File: src/rtl/energy_zcr_voice_detector_assert.svh
// Assertion macros for the energy and zero-crossing voice detector.
`ifndef ENERGY_ZCR_VOICE_DETECTOR_ASSERT_SVH
`define ENERGY_ZCR_VOICE_DETECTOR_ASSERT_SVH
`ifndef ASSERT_OFF
`define EZVD_ASSERT_IMPLIES(label, clk, rst_n, a, b) \
  label: assert property (@(posedge clk) disable iff (!rst_n) (a) |-> (b)) \
    else $error("assertion failed");
`define EZVD_ASSERT_NEXT(label, clk, rst_n, a, b) \
  label: assert property (@(posedge clk) disable iff (!rst_n) (a) |=> (b)) \
    else $error("assertion failed");
`else
`define EZVD_ASSERT_IMPLIES(label, clk, rst_n, a, b)
`define EZVD_ASSERT_NEXT(label, clk, rst_n, a, b)
`endif
`endif

File: src/rtl/ezvd_pkg.sv
// Package with shared types and constants of the voice detector.
`timescale 1ns / 1ps
package ezvd_pkg;
  localparam int MAX_FRAME_DEF = 480;
  localparam int ENERGY_W = 40;
  localparam int THR_W = 15;
  localparam int FLEN_W = 9;
  localparam int SAMPLE_W = 16;
  localparam int APB_DATA_W = 32;
  localparam int APB_ADDR_W = 3;
  localparam logic [THR_W-1:0] THR_RESET = 15'd1147;
  localparam logic [THR_W-1:0] THR_FLOOR = 15'd33;
  localparam logic [FLEN_W-1:0] FLEN_RESET = 9'd320;
  localparam logic REG_THR = 1'b0;
  localparam logic REG_FLEN = 1'b1;

  typedef struct packed {
    logic [THR_W-1:0] rms_threshold;
    logic [FLEN_W-1:0] frame_length;
  } cfg_t;

  typedef struct packed {
    logic load;
    logic square;
    logic accum;
    logic thr;
    logic prod;
    logic decide;
  } cmd_t;

  typedef struct packed {
    logic frame_end;
    logic out_busy;
  } status_t;
endpackage

File: src/rtl/energy_zcr_voice_detector.sv
// Top level of the energy and zero-crossing voice activity detector.
// Each accepted sample goes through acceptance, a squaring step in the 17 by 17 bit
// multiplier and an accumulation step; a new sample is taken only after the previous
// one has finished. After the last sample of a frame the sequencer forms the squared
// threshold, multiplies it by the frame length and makes the speech decision; that
// step waits while the previous speech flag is still not taken. One speech flag leaves
// per frame of frame_length samples (zero counts as one; capped at MAX_FRAME).
`timescale 1ns / 1ps
`include "energy_zcr_voice_detector_assert.svh"
module energy_zcr_voice_detector import ezvd_pkg::*; #(
  parameter int MAX_FRAME = MAX_FRAME_DEF
) (
  input  logic                  clk,
  input  logic                  rst_n,
  input  logic                  in_valid,
  output logic                  in_ready,
  input  logic [SAMPLE_W-1:0]   in_sample,
  output logic                  out_valid,
  input  logic                  out_ready,
  output logic                  out_speech,
  input  logic                  psel,
  input  logic                  penable,
  input  logic                  pwrite,
  input  logic [APB_ADDR_W-1:0] paddr,
  input  logic [APB_DATA_W-1:0] pwdata,
  output logic [APB_DATA_W-1:0] prdata,
  output logic                  pready
);
  cfg_t cfg;
  cmd_t cmd;
  status_t status;

  ezvd_regs u_regs (
    .clk     (clk),
    .rst_n   (rst_n),
    .psel    (psel),
    .penable (penable),
    .pwrite  (pwrite),
    .paddr   (paddr),
    .pwdata  (pwdata),
    .prdata  (prdata),
    .pready  (pready),
    .cfg     (cfg)
  );

  ezvd_ctrl u_ctrl (
    .clk      (clk),
    .rst_n    (rst_n),
    .in_valid (in_valid),
    .in_ready (in_ready),
    .status   (status),
    .cmd      (cmd)
  );

  ezvd_dp #(
    .MAX_FRAME (MAX_FRAME)
  ) u_dp (
    .clk        (clk),
    .rst_n      (rst_n),
    .in_sample  (in_sample),
    .cfg        (cfg),
    .cmd        (cmd),
    .status     (status),
    .out_valid  (out_valid),
    .out_ready  (out_ready),
    .out_speech (out_speech)
  );

  `EZVD_ASSERT_NEXT(a_accept_then_square, clk, rst_n, in_valid && in_ready, cmd.square)
  `EZVD_ASSERT_IMPLIES(a_prod_after_thr, clk, rst_n, cmd.prod, $past(cmd.thr))
  `EZVD_ASSERT_IMPLIES(a_out_after_decide, clk, rst_n, $rose(out_valid), $past(cmd.decide))
  `EZVD_ASSERT_IMPLIES(a_no_decide_when_full, clk, rst_n, cmd.decide, !out_valid || out_ready)
endmodule

File: src/rtl/ezvd_regs.sv
// Configuration register file behind the APB-style port.
`timescale 1ns / 1ps
module ezvd_regs import ezvd_pkg::*; (
  input  logic                  clk,
  input  logic                  rst_n,
  input  logic                  psel,
  input  logic                  penable,
  input  logic                  pwrite,
  input  logic [APB_ADDR_W-1:0] paddr,
  input  logic [APB_DATA_W-1:0] pwdata,
  output logic [APB_DATA_W-1:0] prdata,
  output logic                  pready,
  output cfg_t                  cfg
);
  logic [THR_W-1:0] thr_r, thr_nxt;
  logic [FLEN_W-1:0] flen_r, flen_nxt;
  logic wr_en;

  assign pready = 1'b1;
  assign wr_en = psel && penable && pwrite;

  always_comb begin
    thr_nxt = thr_r;
    flen_nxt = flen_r;
    if (wr_en) begin
      unique case (paddr[2])
        REG_THR:  thr_nxt = pwdata[THR_W-1:0];
        REG_FLEN: flen_nxt = pwdata[FLEN_W-1:0];
        default:  ;
      endcase
    end
  end

  always_ff @(posedge clk) begin
    if (!rst_n) begin
      thr_r <= THR_RESET;
      flen_r <= FLEN_RESET;
    end else begin
      thr_r <= thr_nxt;
      flen_r <= flen_nxt;
    end
  end

  always_comb begin
    unique case (paddr[2])
      REG_THR:  prdata = {{(APB_DATA_W-THR_W){1'b0}}, thr_r};
      REG_FLEN: prdata = {{(APB_DATA_W-FLEN_W){1'b0}}, flen_r};
      default:  prdata = '0;
    endcase
  end

  assign cfg.rms_threshold = thr_r;
  assign cfg.frame_length = flen_r;
endmodule

File: src/rtl/ezvd_ctrl.sv
// Sequencer that steps the datapath through each sample and frame end.
`timescale 1ns / 1ps
module ezvd_ctrl import ezvd_pkg::*; (
  input  logic    clk,
  input  logic    rst_n,
  input  logic    in_valid,
  output logic    in_ready,
  input  status_t status,
  output cmd_t    cmd
);
  localparam logic [2:0] S_IDLE = 3'd0;
  localparam logic [2:0] S_SQ   = 3'd1;
  localparam logic [2:0] S_ACC  = 3'd2;
  localparam logic [2:0] S_THR  = 3'd3;
  localparam logic [2:0] S_PROD = 3'd4;
  localparam logic [2:0] S_DEC  = 3'd5;

  logic [2:0] state_r, state_nxt;

  assign in_ready = (state_r == S_IDLE);

  always_comb begin
    state_nxt = state_r;
    cmd = '0;
    unique case (state_r)
      S_IDLE: begin
        if (in_valid) begin
          cmd.load = 1'b1;
          state_nxt = S_SQ;
        end
      end
      S_SQ: begin
        cmd.square = 1'b1;
        state_nxt = S_ACC;
      end
      S_ACC: begin
        cmd.accum = 1'b1;
        state_nxt = status.frame_end ? S_THR : S_IDLE;
      end
      S_THR: begin
        cmd.thr = 1'b1;
        state_nxt = S_PROD;
      end
      S_PROD: begin
        cmd.prod = 1'b1;
        state_nxt = S_DEC;
      end
      S_DEC: begin
        if (!status.out_busy) begin
          cmd.decide = 1'b1;
          state_nxt = S_IDLE;
        end
      end
      default: state_nxt = S_IDLE;
    endcase
  end

  always_ff @(posedge clk) begin
    if (!rst_n) begin
      state_r <= S_IDLE;
    end else begin
      state_r <= state_nxt;
    end
  end
endmodule

File: src/rtl/ezvd_dp.sv
// Datapath with the energy and crossing accumulators and the frame decision.
`timescale 1ns / 1ps
module ezvd_dp import ezvd_pkg::*; #(
  parameter int MAX_FRAME = MAX_FRAME_DEF
) (
  input  logic                clk,
  input  logic                rst_n,
  input  logic [SAMPLE_W-1:0] in_sample,
  input  cfg_t                cfg,
  input  cmd_t                cmd,
  output status_t             status,
  output logic                out_valid,
  input  logic                out_ready,
  output logic                out_speech
);
  localparam int MAXLEN = (MAX_FRAME < 511) ? MAX_FRAME : 511;
  localparam int LEN_W = $clog2(MAXLEN + 1);

  logic [SAMPLE_W-1:0] sample_r;
  logic [SAMPLE_W:0] mag;
  logic [2*SAMPLE_W+1:0] sq_full;
  logic [2*SAMPLE_W-2:0] sq_r;
  logic [ENERGY_W-1:0] energy_r;
  logic [LEN_W-1:0] cc_r, idx_r, len, span;
  logic prev_r;
  logic [THR_W-1:0] thr_eff;
  logic [2*THR_W-1:0] thr2_full, thr2_r;
  logic [ENERGY_W-1:0] lim_full, lim_r;
  logic out_valid_r, speech_r;
  logic loud, rate_ok;

  always_comb begin
    if (cfg.frame_length == '0) begin
      len = LEN_W'(1);
    end else if (32'(cfg.frame_length) > MAXLEN) begin
      len = LEN_W'(MAXLEN);
    end else begin
      len = LEN_W'(cfg.frame_length);
    end
  end

  assign span = len - LEN_W'(1);
  assign thr_eff = (cfg.rms_threshold < THR_FLOOR) ? THR_FLOOR : cfg.rms_threshold;
  assign mag = sample_r[SAMPLE_W-1] ? ((SAMPLE_W+1)'(1) << SAMPLE_W) - {1'b0, sample_r}
                                    : {1'b0, sample_r};
  assign sq_full = mag * mag;
  assign thr2_full = thr_eff * thr_eff;
  assign lim_full = ENERGY_W'(thr2_r) * ENERGY_W'(len);

  assign loud = (energy_r >= lim_r);
  assign rate_ok = (16'(cc_r) * 16'd100 >= 16'(span)) &&
                   (({2'b00, cc_r} << 2) <= {2'b00, span}) &&
                   (len > LEN_W'(1));

  assign status.frame_end = (idx_r >= len);
  assign status.out_busy = out_valid_r && !out_ready;

  always_ff @(posedge clk) begin
    if (cmd.load) begin
      sample_r <= in_sample;
    end
    if (cmd.square) begin
      sq_r <= sq_full[2*SAMPLE_W-2:0];
    end
    if (cmd.thr) begin
      thr2_r <= thr2_full;
    end
    if (cmd.prod) begin
      lim_r <= lim_full;
    end
    if (cmd.decide) begin
      speech_r <= loud && rate_ok;
    end
  end

  always_ff @(posedge clk) begin
    if (!rst_n) begin
      energy_r <= '0;
      cc_r <= '0;
      idx_r <= '0;
      prev_r <= 1'b0;
      out_valid_r <= 1'b0;
    end else begin
      if (cmd.square) begin
        if (idx_r != '0 && sample_r[SAMPLE_W-1] != prev_r) begin
          cc_r <= cc_r + LEN_W'(1);
        end
        prev_r <= sample_r[SAMPLE_W-1];
        idx_r <= idx_r + LEN_W'(1);
      end
      if (cmd.accum) begin
        energy_r <= energy_r + ENERGY_W'(sq_r);
      end
      if (cmd.decide) begin
        energy_r <= '0;
        cc_r <= '0;
        idx_r <= '0;
        prev_r <= 1'b0;
      end
      if (cmd.decide) begin
        out_valid_r <= 1'b1;
      end else if (out_ready) begin
        out_valid_r <= 1'b0;
      end
    end
  end

  assign out_valid = out_valid_r;
  assign out_speech = speech_r;
endmodule

File: config.mk
export PLATFORM = sky130hd
export DESIGN_NAME = energy_zcr_voice_detector
export DESIGN_NICKNAME = d
export VERILOG_FILES = /design/src/rtl/ezvd_pkg.sv /design/src/rtl/energy_zcr_voice_detector.sv /design/src/rtl/ezvd_regs.sv /design/src/rtl/ezvd_ctrl.sv /design/src/rtl/ezvd_dp.sv
export VERILOG_INCLUDE_DIRS = /design/src /design/src/rtl
export SDC_FILE = /design/constraint.sdc
export NUM_CORES = 2
export LEC_CHECK = 0
export BUFFER_PORTS_ARGS = -buffer_cell sky130_fd_sc_hd__buf_2
export CAP_MARGIN = 20
export CORE_ASPECT_RATIO = 1.1
export CORE_MARGIN = 3
export CORE_UTILIZATION = 45
export DETAILED_ROUTE_END_ITERATION = 16
export GPL_TIMING_DRIVEN = 0
export RECOVER_POWER = 50
export SETUP_SLACK_MARGIN = 0.5
export SLEW_MARGIN = 20
export SYNTH_ARGS = -nofsm -noshare
export SYNTH_HDL_FRONTEND = slang
export SYNTH_SLANG_ARGS = --single-unit
File: constraint.sdc
create_clock -name clk -period 11.6 [get_ports clk]
set_input_delay 1.16 -clock clk [delete_from_list [all_inputs] [get_ports clk]]
set_output_delay 1.16 -clock clk [all_outputs]
set_load 0.03 [all_outputs]
==> qor.yml <==
run_status:
  status: "finished with violations"
  violations: "capacitance limit, slew limit"
setup_path:
  path_delay_family: "adder cells"
  reg2reg_depth: 28
  required_ns: 11.93
  reg2reg_from: "u_dp.sample_r[0]"
  critPathMostFrequentCell: "fa_1"
  critPathMaxStageDelay_ns: 0.75
  slowest_stage: "xor2_1"
  cp-end-kind: "flip-flop"
  r2r_slack_ns: 1.91
  worstReg2RegEnd: "u_dp.sq_r[28]"
  critPathMaxFanout: 10
  startpoint_type: "flip-flop"
  critPathKind: "flip-flop to flip-flop"
  critPathBufInv: 6
  crit_arrival_ns: 10.01
grt:
  antenna_found_initial: 1
  grt_pass1_wl_um: 133000
  grt_usage_pct: 21.5
  grt.overflow.total: 0
  grt_max_degree: 32
  first_global_vias: 25200
logic_synthesis:
  synth_area_sq_um: 33300
  synthTopCellsByArea: "fa_1 (32%), ha_1 (14%), edfxtp_1 (10%)"
  yosysTopAreaCell: "fa_1"
  yosysUniqueCellTypes: 78
  ys.warnings.count: 0
  ys_seq_elements: 202
  synth_top_area_share_pct: 31.8
  syn_avg_cell_area_sq_um: 9.06
  yosys_most_used_dff: "edfxtp_1"
  synth-async-reset-ratio_pct: 0
  synthCells: 3679
  synthTopCellsByCount: "inv_1 (740), fa_1 (530), nand2_1 (459), ha_1 (370), nor2_1 (160)"
  yosysMostFrequentCell: "inv_1"
  synth-seq-area-share_pct: 15.6
  synth_edf_count: 115
placement:
  gp_congestion: 0.862
  dp_hpwl_um: 66600
  port_buffers: 55
  place_inst: 4751
clock_network:
  cts_buffer_depth: 3
  cts_setup_buffers: 0
  clkSlewWorstSetupHoldPaths_ns: 0.06
  root_buffer: "clkbuf_16"
  cts_sinks: 202
  clock_latency_ns: 0.60
  cts_tree: "done"
  cts_resized: 0
  cts-htree-levels: 1
  cts-buffers-inserted: 28
  cts-hold-fix-buffers: 0
sta:
  final_max_slew_viol_count: 59
  worstMarginPinSlew_ns: 1.83
  fmax_ghz: 0.103
  post-route-period-util_pct: 83.5
  rsz0062_at_grt: "false"
  period_minus_slack_ns: 9.69
  relSlewSlack_pct: -21.9
  fin_worst_skew_ns: 0.0249
  finalHoldViolCount: 0
  setup_viol: 0
  tns_ns: 0
drt:
  ant_nets: 0
  first_iter_violations: 1300
  drt-pass1-iter-count: 6
  dr_total_vias: 24700
  postRouteWirelength_um: 80400
  wl_per_cell_um: 16.7
  drc: 0
  vias_per_cell: 5.14
worst_hold_path:
  whs_endpoint: "u_dp.energy_r[3]"
  holdCritPathClass: "flip-flop to flip-flop"
  min_path_cells: 2
  hp-start: "u_dp.energy_r[3]"
die:
  die_y_um: 291
  core_sq_um: 73300
  dieArea_sq_um: 77400
  start_util_pct: 45.5
  io_pins: 94
  fp.dieW_um: 265
  rows: 104
pwr:
  leakage_nw: 18.5
  power_mw: 10.5
  power.density_nw_per_um2: 291
  irDropWorstVdd_mv: 0.717
finish:
  area_growth_pct: 7.99
  instances_no_fill: 4804
  drive_gt1_share_pct: 3.72
  nets: 4785
job:
  maxCapViolations: 2
metrics by stage:
stage / hold WS [ns] / utilization, % / setup WS, ns / instance area [sq um]
floorplan: 0.451 / - / 3.86 / 33500
global placement: 0.469 / 47.8 / 2.04 / 35000
detailed placement: 0.478 / 47.9 / 2.01 / 35100
CTS: 0.487 / 49.2 / 1.99 / 36000
global route: 0.512 / 49.1 / 1.38 / 36000
finish: 0.489 / 49.1 / 1.91 / 36000
metal layers:
metal  track usage, %  wire, um
met2             35.2     37400
met1             30.0     36500
met4             5.60      2000
met3             3.08      4460
met5                0         0
flip-flops by register name, indices dropped and copies added, names as in the netlist:
signal,cells
u_dp.out_valid,1
u_regs.thr_r,15
u_dp.sq_r,30
u_dp.sample_r,16
u_regs.flen_r,9
u_dp.prev_r,1
u_dp.lim_r,39
u_dp.cc_r,9
u_dp.thr2_r,29
u_dp.out_speech,1
u_ctrl.state_r,3
u_dp.idx_r,9
u_dp.energy_r,40
cells in the final DEF (no fill, tap or decap), types with 19 or more instances in the layout:
| cell type | n |
|---|---|
| inv_1 | 740 |
| fa_1 | 530 |
| nand2_1 | 459 |
| ha_1 | 370 |
| nor2_1 | 160 |
| a21oi_1 | 138 |
| clkbuf_1 | 124 |
| edfxtp_1 | 115 |
| xnor2_1 | 97 |
| o21ai_0 | 95 |
| and2_1 | 95 |
| and3_1 | 93 |
| dfxtp_1 | 87 |
| a21o_1 | 69 |
| conb_1 | 62 |
| buf_2 | 55 |
| xor2_1 | 50 |
| nand3_1 | 48 |
| nor3_1 | 35 |
| buf_1 | 34 |
| nor2b_1 | 30 |
| clkbuf_16 | 29 |
| nand2b_1 | 25 |
| nand4_1 | 25 |
| a21boi_0 | 20 |
| a211oi_1 | 19 |
report_power, final:
part / internal [mW] / switching [mW]
Clock: 0.518 / 0.364
Combinational: 3.57 / 4.67
Sequential: 1.29 / 0.0417
Total: 5.38 / 5.08
cell families after synthesis:
group,count (synthesis),synth area share [%]
AND/OR/NAND/NOR,1030,14.6
buffers and inverters,910,10.5
adder cells (fa/ha/maj),900,45.7
AO/OA/AOI/OAI,466,8.95
flip-flops,202,15.6
XOR/XNOR,151,4.03
multiplexers,18,0.571
other,2,0.0225
final cells by class:
cell class                 instances  area [sq um]
timing repair buffer              58           282
buffer                           165           692
inverter                         745          2800
clock buffer                      39           783
fill                            7079         37300
tap                              954          1190
clock inverter                    13           148
antenna                            1          2.50
multi-input combinational       2627         24900
sequential                       202          5190
worst min-delay path, stage by stage (launching register included):
cell	delay (ns)
dfxtp_1	0.33
nand2_1	0.06
a21oi_1	0.05
worst max path at each step:
stage / start / end / depth (start not counted)
final: u_dp.sample_r[0] / u_dp.sq_r[28] / 28
after global routing: u_dp.sample_r[0] / u_dp.sq_r[28] / 28
after CTS: u_dp.sample_r[0] / u_dp.sq_r[28] / 28
after detailed placement: u_dp.sample_r[0] / u_dp.sq_r[28] / 28
after global placement: u_dp.sample_r[0] / u_dp.sq_r[28] / 28
after floorplan: u_dp.sample_r[0] / u_dp.sq_r[28] / 28
No activity file was read; power rests on OpenSTA's default activity.
